--- src/wlc_pkg.sv ---
// Package for the weighted LRU cache manager: field widths, codes, word types,
// memory entry layout and state machine type. No dependencies.
`default_nettype none

package wlc_pkg;

   localparam int KEY_W  = 32;
   localparam int OWN_W  = 4;
   localparam int WGT_W  = 16;
   localparam int PIN_W  = 8;
   localparam int SLOT_W = 5;
   localparam int TOT_W  = 22;
   localparam int FUNC_W = 2;
   localparam int KIND_W = 2;
   localparam int STAT_W = 2;
   localparam int CNT_W  = 6;

   localparam logic [TOT_W-1:0] TOTAL_MAX    = '1;
   localparam logic [TOT_W-1:0] BUDGET_RESET = 22'd200000;
   localparam logic [CNT_W-1:0] MAX_EVICT    = 6'd31;
   localparam logic [PIN_W-1:0] PIN_MAX      = '1;

   localparam logic [FUNC_W-1:0] FUNC_LOOKUP  = 2'd0;
   localparam logic [FUNC_W-1:0] FUNC_PIN_INC = 2'd1;
   localparam logic [FUNC_W-1:0] FUNC_PIN_DEC = 2'd2;

   localparam logic [KIND_W-1:0] KIND_LOOKUP = 2'd0;
   localparam logic [KIND_W-1:0] KIND_EVICT  = 2'd1;
   localparam logic [KIND_W-1:0] KIND_PIN    = 2'd2;

   localparam logic [STAT_W-1:0] STAT_OK      = 2'd0;
   localparam logic [STAT_W-1:0] STAT_FULL    = 2'd1;
   localparam logic [STAT_W-1:0] STAT_IGNORED = 2'd2;

   typedef struct packed {
      logic [FUNC_W-1:0] func;
      logic [OWN_W-1:0]  cache_sel;
      logic [KEY_W-1:0]  lookup_key;
      logic [WGT_W-1:0]  miss_weight;
      logic [SLOT_W-1:0] target_slot;
   } req_type;

   typedef struct packed {
      logic [KIND_W-1:0] kind;
      logic [SLOT_W-1:0] slot;
      logic              hit;
      logic [STAT_W-1:0] status;
      logic [TOT_W-1:0]  total_weight;
      logic              last;
   } rsp_type;

   typedef struct packed {
      logic [KEY_W-1:0] key;
      logic [OWN_W-1:0] owner;
      logic [WGT_W-1:0] weight;
      logic [PIN_W-1:0] pin;
   } mem_entry_type;

   typedef enum logic [1:0] {
      REC_NONE,
      REC_HIT,
      REC_DROP,
      REC_ALLOC
   } rec_op_type;

   typedef enum logic [3:0] {
      ST_IDLE,
      ST_PIN_RD,
      ST_PIN_WR,
      ST_SCAN,
      ST_MISS,
      ST_FWALK_RD,
      ST_FWALK_CHK,
      ST_ALLOC,
      ST_EWALK_RD,
      ST_EWALK_CHK,
      ST_FIN
   } state_type;

endpackage

`default_nettype wire

--- src/weighted_lru_cache_manager_core.sv ---
// Top level of the weighted LRU cache manager: command port, control sequencer,
// result register. Depends on wlc_pkg, wlc_entry_mem and wlc_recency.
`default_nettype none

// An item is taken when start is high and busy is low; each result word appears
// on rsp_data for exactly one cycle with rsp_valid high and must be captured
// then, as the block cannot be held off. Steps per item: a pin increment or
// decrement reads the target slot and then writes it back; a lookup scans the
// entry memory one slot a cycle through its single read port and answers a hit
// from the scan; a miss then takes a free slot or walks the recency positions
// for a forced eviction (each step reads one slot), allocates and, once the
// budget is reached, walks again for budget evictions before a closing state
// gives the final answer. A lookup with an out-of-range sub-cache is answered
// straight from idle; an unused function code produces no word. The weight
// budget register is written over the csr channel, which is ready while idle.
module weighted_lru_cache_manager_core #(
   parameter int ENTRIES = 32,
   parameter int CACHES  = 16
) (
   input  wire logic             clock,
   input  wire logic             reset,
   input  wire logic             start,
   output logic                  busy,
   input  wire wlc_pkg::req_type req_word,
   output logic                  rsp_valid,
   output wlc_pkg::rsp_type      rsp_data,
   input  wire logic             csr_valid,
   output logic                  csr_ready,
   input  wire logic [wlc_pkg::TOT_W-1:0] csr_wdata
);
   import wlc_pkg::*;

   localparam int IW = $clog2(ENTRIES);
   localparam logic [OWN_W:0]    CACHES_LIM  = (OWN_W + 1)'(CACHES);
   localparam logic [SLOT_W+1:0] ENTRIES_LIM = (SLOT_W + 2)'(ENTRIES);
   localparam logic [IW:0]       SCAN_END    = (IW + 1)'(ENTRIES);
   localparam logic [IW-1:0]     LAST_RANK   = IW'(ENTRIES - 1);

   state_type         state_ff, state_in;
   req_type           op_ff, op_in;
   logic [IW:0]       scan_ff, scan_in;
   logic              chk_vld_ff, chk_vld_in;
   logic [IW-1:0]     chk_idx_ff, chk_idx_in;
   logic [IW-1:0]     pos_ff, pos_in;
   logic [IW-1:0]     slot_ff, slot_in;
   logic [IW-1:0]     cand_ff, cand_in;
   logic              cand_vld_ff, cand_vld_in;
   logic [CNT_W-1:0]  n_ff, n_in;
   logic [IW:0]       live_ff, live_in;
   logic [TOT_W-1:0]  total_ff, total_in;
   logic [TOT_W-1:0]  budget_ff, budget_in;
   logic              rsp_valid_ff, rsp_valid_in;
   rsp_type           rsp_ff, rsp_in;

   // store interfaces
   rec_op_type        rec_op;
   logic [IW-1:0]     rec_idx;
   logic [IW-1:0]     query_rank;
   logic [ENTRIES-1:0] valid_vec;
   logic              free_found, rank_found;
   logic [IW-1:0]     free_idx, rank_idx;
   logic              wr_en;
   logic [IW-1:0]     wr_addr, rd_addr;
   mem_entry_type     wr_data, rd_data;

   // datapath helpers
   logic [TOT_W-1:0]  wgt_ext, total_drop, total_add;
   logic [TOT_W:0]    sum_wide;
   logic              sel_ok, req_sel_ok, tgt_ok, pin_ok, key_hit, evict;
   logic [IW-1:0]     tgt_idx;
   logic [TOT_W-1:0]  tot_after;
   logic [CNT_W-1:0]  n_after;

   function automatic rsp_type mk_rsp(input logic [KIND_W-1:0] kind,
                                      input logic [SLOT_W-1:0] slot,
                                      input logic              hit,
                                      input logic [STAT_W-1:0] status,
                                      input logic [TOT_W-1:0]  total,
                                      input logic              last);
      rsp_type r;
      r.kind         = kind;
      r.slot         = slot;
      r.hit          = hit;
      r.status       = status;
      r.total_weight = total;
      r.last         = last;
      return r;
   endfunction

   wlc_entry_mem #(.DEPTH(ENTRIES)) u_mem (
      .clock   (clock),
      .wr_en   (wr_en),
      .wr_addr (wr_addr),
      .wr_data (wr_data),
      .rd_addr (rd_addr),
      .rd_data (rd_data)
   );

   wlc_recency #(.ENTRIES(ENTRIES)) u_rec (
      .clock      (clock),
      .reset      (reset),
      .op         (rec_op),
      .op_idx     (rec_idx),
      .query_rank (query_rank),
      .valid_vec  (valid_vec),
      .free_found (free_found),
      .free_idx   (free_idx),
      .rank_found (rank_found),
      .rank_idx   (rank_idx)
   );

   // weight arithmetic: floor at zero on removal, saturate on charge
   assign wgt_ext    = TOT_W'(rd_data.weight);
   assign total_drop = (total_ff >= wgt_ext) ? (total_ff - wgt_ext) : '0;
   assign sum_wide   = {1'b0, total_ff} + (TOT_W + 1)'(op_ff.miss_weight);
   assign total_add  = sum_wide[TOT_W] ? TOTAL_MAX : sum_wide[TOT_W-1:0];

   assign sel_ok     = {1'b0, op_ff.cache_sel} < CACHES_LIM;
   assign req_sel_ok = {1'b0, req_word.cache_sel} < CACHES_LIM;
   assign tgt_ok     = {2'b00, op_ff.target_slot} < ENTRIES_LIM;
   assign tgt_idx    = IW'(op_ff.target_slot);
   assign pin_ok     = tgt_ok && sel_ok && valid_vec[tgt_idx] &&
                       rd_data.owner == op_ff.cache_sel;
   assign key_hit    = chk_vld_ff && valid_vec[chk_idx_ff] &&
                       rd_data.owner == op_ff.cache_sel && rd_data.key == op_ff.lookup_key;
   assign evict      = cand_vld_ff && cand_ff != slot_ff && rd_data.pin == '0;
   assign tot_after  = evict ? total_drop : total_ff;
   assign n_after    = n_ff + CNT_W'(evict);

   always_comb begin
      state_in     = state_ff;
      op_in        = op_ff;
      scan_in      = scan_ff;
      chk_vld_in   = 1'b0;
      chk_idx_in   = chk_idx_ff;
      pos_in       = pos_ff;
      slot_in      = slot_ff;
      cand_in      = cand_ff;
      cand_vld_in  = cand_vld_ff;
      n_in         = n_ff;
      live_in      = live_ff;
      total_in     = total_ff;
      rsp_valid_in = 1'b0;
      rsp_in       = rsp_ff;
      rec_op       = REC_NONE;
      rec_idx      = slot_ff;
      query_rank   = pos_ff;
      rd_addr      = '0;
      wr_en        = 1'b0;
      wr_addr      = slot_ff;
      wr_data      = rd_data;

      unique case (state_ff)
         ST_IDLE: begin
            if (start) begin
               op_in = req_word;
               priority case (req_word.func)
                  FUNC_LOOKUP: begin
                     if (!req_sel_ok) begin
                        rsp_valid_in = 1'b1;
                        rsp_in = mk_rsp(KIND_LOOKUP, '0, 1'b0, STAT_IGNORED, total_ff, 1'b1);
                     end else begin
                        scan_in  = '0;
                        n_in     = '0;
                        state_in = ST_SCAN;
                     end
                  end
                  FUNC_PIN_INC, FUNC_PIN_DEC: begin
                     state_in = ST_PIN_RD;
                  end
                  default: begin
                     // unused code: drop the word silently
                  end
               endcase
            end
         end

         ST_PIN_RD: begin
            rd_addr  = tgt_idx;
            state_in = ST_PIN_WR;
         end

         ST_PIN_WR: begin
            wr_addr = tgt_idx;
            if (pin_ok) begin
               wr_en = 1'b1;
               if (op_ff.func == FUNC_PIN_INC && rd_data.pin != PIN_MAX) begin
                  wr_data.pin = rd_data.pin + PIN_W'(1);
               end else if (op_ff.func == FUNC_PIN_DEC && rd_data.pin != '0) begin
                  wr_data.pin = rd_data.pin - PIN_W'(1);
               end
            end
            rsp_valid_in = 1'b1;
            rsp_in = mk_rsp(KIND_PIN, op_ff.target_slot, 1'b0,
                            pin_ok ? STAT_OK : STAT_IGNORED, total_ff, 1'b1);
            state_in = ST_IDLE;
         end

         ST_SCAN: begin
            // issue one read a cycle, compare the word read the cycle before
            rd_addr = scan_ff[IW-1:0];
            if (key_hit) begin
               rec_op       = REC_HIT;
               rec_idx      = chk_idx_ff;
               rsp_valid_in = 1'b1;
               rsp_in = mk_rsp(KIND_LOOKUP, SLOT_W'(chk_idx_ff), 1'b1, STAT_OK,
                               total_ff, 1'b1);
               state_in = ST_IDLE;
            end else if (scan_ff != SCAN_END) begin
               scan_in    = scan_ff + (IW + 1)'(1);
               chk_vld_in = 1'b1;
               chk_idx_in = scan_ff[IW-1:0];
            end else if (!chk_vld_ff) begin
               state_in = ST_MISS;
            end
         end

         ST_MISS: begin
            if (free_found) begin
               slot_in  = free_idx;
               state_in = ST_ALLOC;
            end else begin
               pos_in   = LAST_RANK;
               state_in = ST_FWALK_RD;
            end
         end

         ST_FWALK_RD: begin
            rd_addr     = rank_idx;
            cand_in     = rank_idx;
            cand_vld_in = rank_found;
            state_in    = ST_FWALK_CHK;
         end

         ST_FWALK_CHK: begin
            if (cand_vld_ff && rd_data.pin == '0) begin
               rec_op       = REC_DROP;
               rec_idx      = cand_ff;
               total_in     = total_drop;
               live_in      = live_ff - (IW + 1)'(1);
               n_in         = CNT_W'(1);
               slot_in      = cand_ff;
               rsp_valid_in = 1'b1;
               rsp_in = mk_rsp(KIND_EVICT, SLOT_W'(cand_ff), 1'b0, STAT_OK,
                               total_drop, 1'b0);
               state_in = ST_ALLOC;
            end else if (pos_ff == '0) begin
               rsp_valid_in = 1'b1;
               rsp_in = mk_rsp(KIND_LOOKUP, '0, 1'b0, STAT_FULL, total_ff, 1'b1);
               state_in = ST_IDLE;
            end else begin
               pos_in   = pos_ff - IW'(1);
               state_in = ST_FWALK_RD;
            end
         end

         ST_ALLOC: begin
            rec_op         = REC_ALLOC;
            rec_idx        = slot_ff;
            wr_en          = 1'b1;
            wr_data.key    = op_ff.lookup_key;
            wr_data.owner  = op_ff.cache_sel;
            wr_data.weight = op_ff.miss_weight;
            wr_data.pin    = '0;
            total_in       = total_add;
            live_in        = live_ff + (IW + 1)'(1);
            if (total_add >= budget_ff) begin
               // walk starts at the least-recent rank after allocation
               pos_in   = IW'(live_ff);
               state_in = ST_EWALK_RD;
            end else begin
               rsp_valid_in = 1'b1;
               rsp_in = mk_rsp(KIND_LOOKUP, SLOT_W'(slot_ff), 1'b0, STAT_OK,
                               total_add, 1'b1);
               state_in = ST_IDLE;
            end
         end

         ST_EWALK_RD: begin
            rd_addr     = rank_idx;
            cand_in     = rank_idx;
            cand_vld_in = rank_found;
            state_in    = ST_EWALK_CHK;
         end

         ST_EWALK_CHK: begin
            if (evict) begin
               rec_op       = REC_DROP;
               rec_idx      = cand_ff;
               total_in     = total_drop;
               live_in      = live_ff - (IW + 1)'(1);
               rsp_valid_in = 1'b1;
               rsp_in = mk_rsp(KIND_EVICT, SLOT_W'(cand_ff), 1'b0, STAT_OK,
                               total_drop, 1'b0);
            end
            n_in = n_after;
            if (tot_after <= budget_ff || pos_ff == '0 || n_after >= MAX_EVICT) begin
               state_in = ST_FIN;
            end else begin
               pos_in   = pos_ff - IW'(1);
               state_in = ST_EWALK_RD;
            end
         end

         ST_FIN: begin
            rsp_valid_in = 1'b1;
            rsp_in = mk_rsp(KIND_LOOKUP, SLOT_W'(slot_ff), 1'b0, STAT_OK, total_ff, 1'b1);
            state_in = ST_IDLE;
         end

         default: begin
            state_in = ST_IDLE;
         end
      endcase
   end

   assign csr_ready = (state_ff == ST_IDLE);
   assign budget_in = (csr_valid && csr_ready) ? csr_wdata : budget_ff;

   // control state
   always_ff @(posedge clock) begin
      if (reset) begin
         state_ff     <= ST_IDLE;
         chk_vld_ff   <= 1'b0;
         cand_vld_ff  <= 1'b0;
         n_ff         <= '0;
         live_ff      <= '0;
         total_ff     <= '0;
         budget_ff    <= BUDGET_RESET;
         rsp_valid_ff <= 1'b0;
      end else begin
         state_ff     <= state_in;
         chk_vld_ff   <= chk_vld_in;
         cand_vld_ff  <= cand_vld_in;
         n_ff         <= n_in;
         live_ff      <= live_in;
         total_ff     <= total_in;
         budget_ff    <= budget_in;
         rsp_valid_ff <= rsp_valid_in;
      end
   end

   // payload: no reset needed
   always_ff @(posedge clock) begin
      op_ff      <= op_in;
      scan_ff    <= scan_in;
      chk_idx_ff <= chk_idx_in;
      pos_ff     <= pos_in;
      slot_ff    <= slot_in;
      cand_ff    <= cand_in;
      rsp_ff     <= rsp_in;
   end

   assign busy      = (state_ff != ST_IDLE);
   assign rsp_valid = rsp_valid_ff;
   assign rsp_data  = rsp_ff;

   // live counter must track the valid bits
   a_live_count : assert property (@(posedge clock) disable iff (reset)
      live_ff == (IW + 1)'($countones(valid_vec)))
      else $error("live count out of step with valid bits");

   // the final word of an item is shown only once the sequencer is back at rest
   a_last_idle : assert property (@(posedge clock) disable iff (reset)
      rsp_valid && rsp_data.last |-> !busy)
      else $error("final word shown while still busy");

   // an eviction notice is always followed by more words of the same item
   a_evict_mid : assert property (@(posedge clock) disable iff (reset)
      rsp_valid && rsp_data.kind == KIND_EVICT |-> busy && !rsp_data.last)
      else $error("eviction notice outside an item");

endmodule

`default_nettype wire

--- src/wlc_entry_mem.sv ---
// Entry store: key, owner, weight and pin count per slot.
// One write port, one read port with registered data. Uses wlc_pkg.
`default_nettype none

module wlc_entry_mem #(
   parameter int DEPTH = 32,
   localparam int AW = $clog2(DEPTH)
) (
   input  wire logic                   clock,
   input  wire logic                   wr_en,
   input  wire logic [AW-1:0]          wr_addr,
   input  wire wlc_pkg::mem_entry_type wr_data,
   input  wire logic [AW-1:0]          rd_addr,
   output wlc_pkg::mem_entry_type      rd_data
);
   import wlc_pkg::*;

   mem_entry_type mem [DEPTH];
   mem_entry_type rd_data_ff;

   always_ff @(posedge clock) begin
      if (wr_en) begin
         mem[wr_addr] <= wr_data;
      end
      rd_data_ff <= mem[rd_addr];
   end

   assign rd_data = rd_data_ff;

endmodule

`default_nettype wire

--- src/wlc_recency.sv ---
// Valid bits and recency ranks of all slots, with free-slot and rank lookups.
// Applies one hit, drop or allocate update a cycle. Uses wlc_pkg.
`default_nettype none

module wlc_recency #(
   parameter int ENTRIES = 32,
   localparam int IW = $clog2(ENTRIES)
) (
   input  wire logic                clock,
   input  wire logic                reset,
   input  wire wlc_pkg::rec_op_type op,
   input  wire logic [IW-1:0]       op_idx,
   input  wire logic [IW-1:0]       query_rank,
   output logic [ENTRIES-1:0]       valid_vec,
   output logic                     free_found,
   output logic [IW-1:0]            free_idx,
   output logic                     rank_found,
   output logic [IW-1:0]            rank_idx
);
   import wlc_pkg::*;

   logic [ENTRIES-1:0] valid_ff, valid_in;
   logic [IW-1:0]      rank_ff [ENTRIES];
   logic [IW-1:0]      rank_in [ENTRIES];
   logic [IW-1:0]      sel_rank;

   always_comb begin
      valid_in = valid_ff;
      rank_in  = rank_ff;
      sel_rank = rank_ff[op_idx];
      unique case (op)
         REC_HIT: begin
            for (int j = 0; j < ENTRIES; j++) begin
               if (IW'(j) != op_idx && valid_ff[j] && rank_ff[j] < sel_rank) begin
                  rank_in[j] = rank_ff[j] + IW'(1);
               end
            end
            rank_in[op_idx] = '0;
         end
         REC_DROP: begin
            for (int j = 0; j < ENTRIES; j++) begin
               if (valid_ff[j] && rank_ff[j] > sel_rank) begin
                  rank_in[j] = rank_ff[j] - IW'(1);
               end
            end
            valid_in[op_idx] = 1'b0;
         end
         REC_ALLOC: begin
            for (int j = 0; j < ENTRIES; j++) begin
               if (valid_ff[j]) begin
                  rank_in[j] = rank_ff[j] + IW'(1);
               end
            end
            valid_in[op_idx] = 1'b1;
            rank_in[op_idx]  = '0;
         end
         REC_NONE: begin
         end
      endcase
   end

   // lowest free slot wins
   always_comb begin
      free_found = 1'b0;
      free_idx   = '0;
      for (int j = ENTRIES - 1; j >= 0; j--) begin
         if (!valid_ff[j]) begin
            free_found = 1'b1;
            free_idx   = IW'(j);
         end
      end
   end

   always_comb begin
      rank_found = 1'b0;
      rank_idx   = '0;
      for (int j = 0; j < ENTRIES; j++) begin
         if (valid_ff[j] && rank_ff[j] == query_rank) begin
            rank_found = 1'b1;
            rank_idx   = IW'(j);
         end
      end
   end

   always_ff @(posedge clock) begin
      if (reset) begin
         valid_ff <= '0;
      end else begin
         valid_ff <= valid_in;
      end
   end

   always_ff @(posedge clock) begin
      rank_ff <= rank_in;
   end

   assign valid_vec = valid_ff;

endmodule

`default_nettype wire

--- config.mk ---
export PLATFORM = sky130hd
export DESIGN_NAME = weighted_lru_cache_manager_core
export DESIGN_NICKNAME = d
export VERILOG_FILES = /design/src/wlc_pkg.sv /design/src/weighted_lru_cache_manager_core.sv /design/src/wlc_entry_mem.sv /design/src/wlc_recency.sv
export SDC_FILE = /design/constraint.sdc
export NUM_CORES = 2
export LEC_CHECK = 0
export BUFFER_PORTS_ARGS = -buffer_cell sky130_fd_sc_hd__clkbuf_2
export CAP_MARGIN = 20
export CELL_PAD_IN_SITES_DETAIL_PLACEMENT = 1
export CELL_PAD_IN_SITES_GLOBAL_PLACEMENT = 2
export CORE_MARGIN = 1
export CORE_UTILIZATION = 40
export CTS_BUF_LIST = sky130_fd_sc_hd__clkbuf_4 sky130_fd_sc_hd__clkbuf_8
export DETAILED_ROUTE_END_ITERATION = 10
export PLACE_DENSITY_LB_ADDON = 0.1
export SLEW_MARGIN = 10
export SYNTH_ARGS = -nofsm -noshare
export SYNTH_HDL_FRONTEND = slang
export SYNTH_SLANG_ARGS = --single-unit
--- constraint.sdc ---
create_clock -name clock -period 7.15 [get_ports clock]
set_input_delay 1.43 -clock clock [delete_from_list [all_inputs] [get_ports clock]]
set_output_delay 1.43 -clock clock [all_outputs]
set_load 0.02 [all_outputs]
==> PnR_summary.wiki <==
{| class="wikitable"
! Metric !! Value
|-
| CP Data Arrival Time || 7.63 ns
|-
| Achievable clock frequency || around 0.15 GHz
|-
| CTS H-Tree Depth || 5
|-
| Unrepaired setup endpoints after global routing || false
|-
| Peak ir drop on the vdd network || 0.177 mV
|-
| Wire length of the first global-routing pass || 613000 um
|-
| Number of hold violations in the final report || 0
|-
| Cell chosen for the clock root || clkbuf_8
|-
| FF-to-FF End || u_rec.rank_ff[93]$_DFFE_PP_
|-
| Num CTS Buffers || about 400
|-
| Total of max-cap violations || 0
|-
| Antenna violations before repair || 14
|-
| Wire per inst || 32.0 um
|-
| Vias in the first global route || 84800
|-
| Post-Layout Cell Count || 13400
|-
| TritonCTS clock tree || built
|-
| Max-Slew Margin vs Limit || about a fifth
|-
| Global-route usage over all layers || 30.0%
|-
| Seq/Total Area, Yosys || 61.9%
|-
| CP Class || reg2reg
|-
| Count of pins on the block boundary || 121
|-
| Synthesis-stage register bit count || 2352
|-
| Number of clock sinks || roughly 2400
|-
| Detail-routed via count per cell || between 6 and 7
|-
| Cells on worst reg2reg path || 23
|-
| Required time of the critical path || 7.93 ns
|-
| Number of instances in the synthesized netlist || 9068
|-
| Distinct cells, synth || 114
|-
| Placed insts || roughly 13000
|-
| Power density over the cells || around 240 mW/mm^2
|-
| CP peak stage delay || 0.79 ns
|-
| Number of DRC markers in iteration 0 || around 7500
|-
| Status || complete, no violations
|-
| Final number of setup-violating endpoints || 0
|-
| GR Overflow Total || 0
|-
| Final HPWL from detailed placement || 259000 um
|-
| Die X-Extent || 530 um
|-
| Fraction of final layout cells with drive strength greater than 1 || 14.6%
|-
| CTS clk-pin slew, worst paths || about 0.060 ns
|-
| Final critical-path required period || between 6 and 7 ns
|-
| Largest net degree at the start of global routing || 169
|-
| Count of hold buffers inserted by post-cts repair || 0
|-
| Ys async rst share || 0%
|-
| Synthesis warning total || 0
|-
| Tightest Pin Transition || 1.18 ns
|-
| Post-Synthesis Cell Area || ~0.11 mm^2
|-
| Area of the die || ~0.28 mm^2
|-
| Min-delay worst type || reg2reg
|-
| Synthesized net count || 9471
|-
| Total via count in the routed design || 83100
|-
| Largest clock skew in the final design || 0.0937 ns
|-
| Layout net count || about 9800
|-
| Routed WL || 430000 um
|-
| Final period util || between 90% and 100%
|-
| Core Util, Final || 46.2%
|-
| Clk_lat worst skew || between 1 and 1.5 ns
|-
| Max Root-Sink Buffers || 4
|-
| Worst reg-to-reg setup slack || 0.29 ns
|-
| Hold_sp || budget_ff[21]$_SDFFE_PP0P_
|-
| CP startpoint kind || flip-flop
|-
| Number of rows created at floorplan || 193
|-
| Mapped Avg Cell Area || around 12 um^2
|-
| Most used flip-flop cell after synthesis || edfxtp_1
|-
| Initial cell density of the core || 40.3%
|-
| Core area || 0.277 mm^2
|-
| Total leakage power || 0.0451 uW
|-
| Synth-to-Final Area Change || 14.6%
|-
| Reg-to-reg critical path startpoint || chk_idx_ff[1]$_DFFE_PP_
|-
| Critical-path cell with the highest stage delay || edfxtp_1
|-
| Max-slew violation total from the final report || 0
|-
| Die height || 530 um
|-
| Number of nets still failing antenna checks after routing || 0
|-
| EDFF count, synth || ~2200
|-
| Cell-by-cell listing of the critical path || mux4_2 > mux2i_1 > mux4_2 > or4_4 > mux2_4 > and2_4 > buf_12 > nand2_1 > o21ai_1 > a221oi_1 > nand4_1 > o21ai_4 > buf_4 > ha_1 > inv_1 > a21oi_1 > o22ai_1 > nor2_1 > o21ai_0 > or3_1 > a21oi_1 > o21ai_0 > o31a_1
|-
| Final Wtd Congestion || 0.891
|-
| Hold-critical path endpoint || budget_ff[21]$_SDFFE_PP0P_
|-
| DRC viols || 0
|-
| Port bufs || 120
|-
| Detailed Routing Iterations Pass 1 || 6
|-
| Count of cells along the worst hold path || 2
|-
| Setup crit end kind || flip-flop
|-
| Peak fanout along the critical path || 21
|}
[stage by stage]
stage          power, uW  TNS, ns  worst slack, ns  hold WS [ns]  area [um^2]
2_1_floorplan      16900        0           0.0958         0.436       112000
3_3_place_gp       17800   -0.363           -0.128         0.447       119000
3_5_place_dp       17800        0            0.292         0.455       119000
4_1_cts            30500        0            0.294         0.426       128000
5_1_grt            31200        0           0.0424         0.478       128000
6_report           30300        0            0.293         0.464       128000
[how the worst max path moves through the flow]
stage,cells after the start,endpoint,startpoint,slack (ns)
finish,23,u_rec.rank_ff[93]$_DFFE_PP_,chk_idx_ff[1]$_DFFE_PP_,0.29
global route,25,u_rec.rank_ff[139]$_DFFE_PP_,op_ff[38]$_DFFE_PP_,0.04
CTS,22,u_rec.rank_ff[93]$_DFFE_PP_,op_ff[55]$_DFFE_PP_,0.29
detailed placement,23,u_rec.rank_ff[4]$_DFFE_PP_,chk_idx_ff[0]$_DFFE_PP_,0.29
global placement,24,u_rec.rank_ff[13]$_DFFE_PP_,chk_idx_ff[0]$_DFFE_PP_,-0.13
floorplan,24,rsp_data[0]$_DFFE_PP_,total_ff[0]$_SDFFE_PP0P_,0.1
[power by group]
part / total, uW / internal (uW) / switching [uW] / leakage, uW
clock network: 12700 / 6890 / 5840 / 0.00440
registers: 15600 / 15500 / 95.6 / 0.0211
logic: 1990 / 520 / 1470 / 0.0196
[layer usage]
layer,vias to the layer above,global-route usage [%],part of all wire [%]
met4,2,11.4,3.8
met3,797,4.09,6.2
met5,-,0,0.0030
li1,35800,-,-
met2,2988,49.2,47
met1,43500,40.2,43
[synthesized netlist by cell type (35+ instances only)]
master / n / area (um^2)
a21o_1: 39 / 293
a211oi_1: 398 / 2990
nand2b_1: 35 / 219
and2_1: 38 / 238
nand3_1: 403 / 2020
dfxtp_1: 154 / 3080
nand2_1: 693 / 2600
xnor2_1: 105 / 920
mux2i_1: 362 / 3620
clkbuf_1: 462 / 1730
o22ai_1: 82 / 513
ha_1: 315 / 3940
and3_1: 452 / 2830
inv_1: 289 / 1080
buf_2: 116 / 581
a311oi_1: 83 / 727
o31ai_1: 92 / 691
o21a_1: 53 / 398
xor2_1: 149 / 1310
nor2_1: 376 / 1410
a21oi_1: 375 / 1880
o221ai_1: 127 / 1110
a31oi_1: 53 / 332
nor3_1: 178 / 891
edfxtp_1: 2198 / 66000
o21ai_0: 579 / 2900
nor4_1: 72 / 450
nand4_1: 68 / 425
buf_1: 40 / 150
[logic make-up after synthesis]
group / Yosys count / share of synthesized area [%]
AND/OR/NAND/NOR: 2513 / 11.5
flip-flops: 2352 / 61.9
adder cells (fa/ha/maj): 319 / 3.60
buffers and inverters: 950 / 3.50
AO/OA/AOI/OAI: 2286 / 13.7
XOR/XNOR: 254 / 1.99
multiplexers: 394 / 3.77
[repair_timing]
action	in CTS	in global routing
setup endpoints to repair	0	28
resized for setup	0	5
buffers inserted	0	1
[critical path: cells and delay by family, from the launching register on]
family | cells | cell delay, ns
AO/OA/AOI/OAI | 9 | 1.59
adder cells (fa/ha/maj) | 1 | 0.23
AND/OR/NAND/NOR | 6 | 1.87
multiplexers | 4 | 1.49
flip-flops | 1 | 0.79
buffers and inverters | 3 | 0.60
[cell type report]
cell class,count,area [um^2]
diodes,5,12.5
multi-input cells,5766,39300
repair buffers,573,5410
well taps,3705,4640
clock inverters,136,892
fillers,28700,149000
inverters,292,1100
clock buffers,611,7400
flip-flops and latches,2352,69100
[layout by cell type, fill, tap and decap left out, drive strengths merged, types with 28 or more instances in the layout]
cell / count
a211o: 29
a211oi: 398
a21o: 39
a21oi: 376
a221oi: 28
a2bb2oi: 30
a311oi: 83
a31oi: 54
and2: 42
and3: 452
and4: 33
buf: 454
clkbuf: 730
clkinv: 113
dfxtp: 154
edfxtp: 2198
ha: 315
inv: 302
mux2i: 362
nand2: 695
nand2b: 35
nand3: 405
nand4: 70
nor2: 380
nor3: 182
nor4: 79
nor4bb: 28
o2111ai: 34
o211ai: 36
o21a: 53
o21ai: 603
o221ai: 127
o22a: 30
o22ai: 82
o2bb2ai: 33
o31ai: 92
xnor2: 105
xor2: 149
[registers in the layout, indices dropped and copies added, names as in the netlist, 4 cells and up, named ones only]
signal and count:
total_ff 22, u_mem.mem 1920, op_ff 54, slot_ff 5
pos_ff 5, rsp_data 33, scan_ff 6, chk_idx_ff 5
n_ff 6, state_ff 4, budget_ff 22, cand_ff 5
live_ff 5, u_mem.rd_data 60, tgt_idx 5, u_rec.rank_ff 160
No activity file was read; power rests on OpenSTA's default activity.
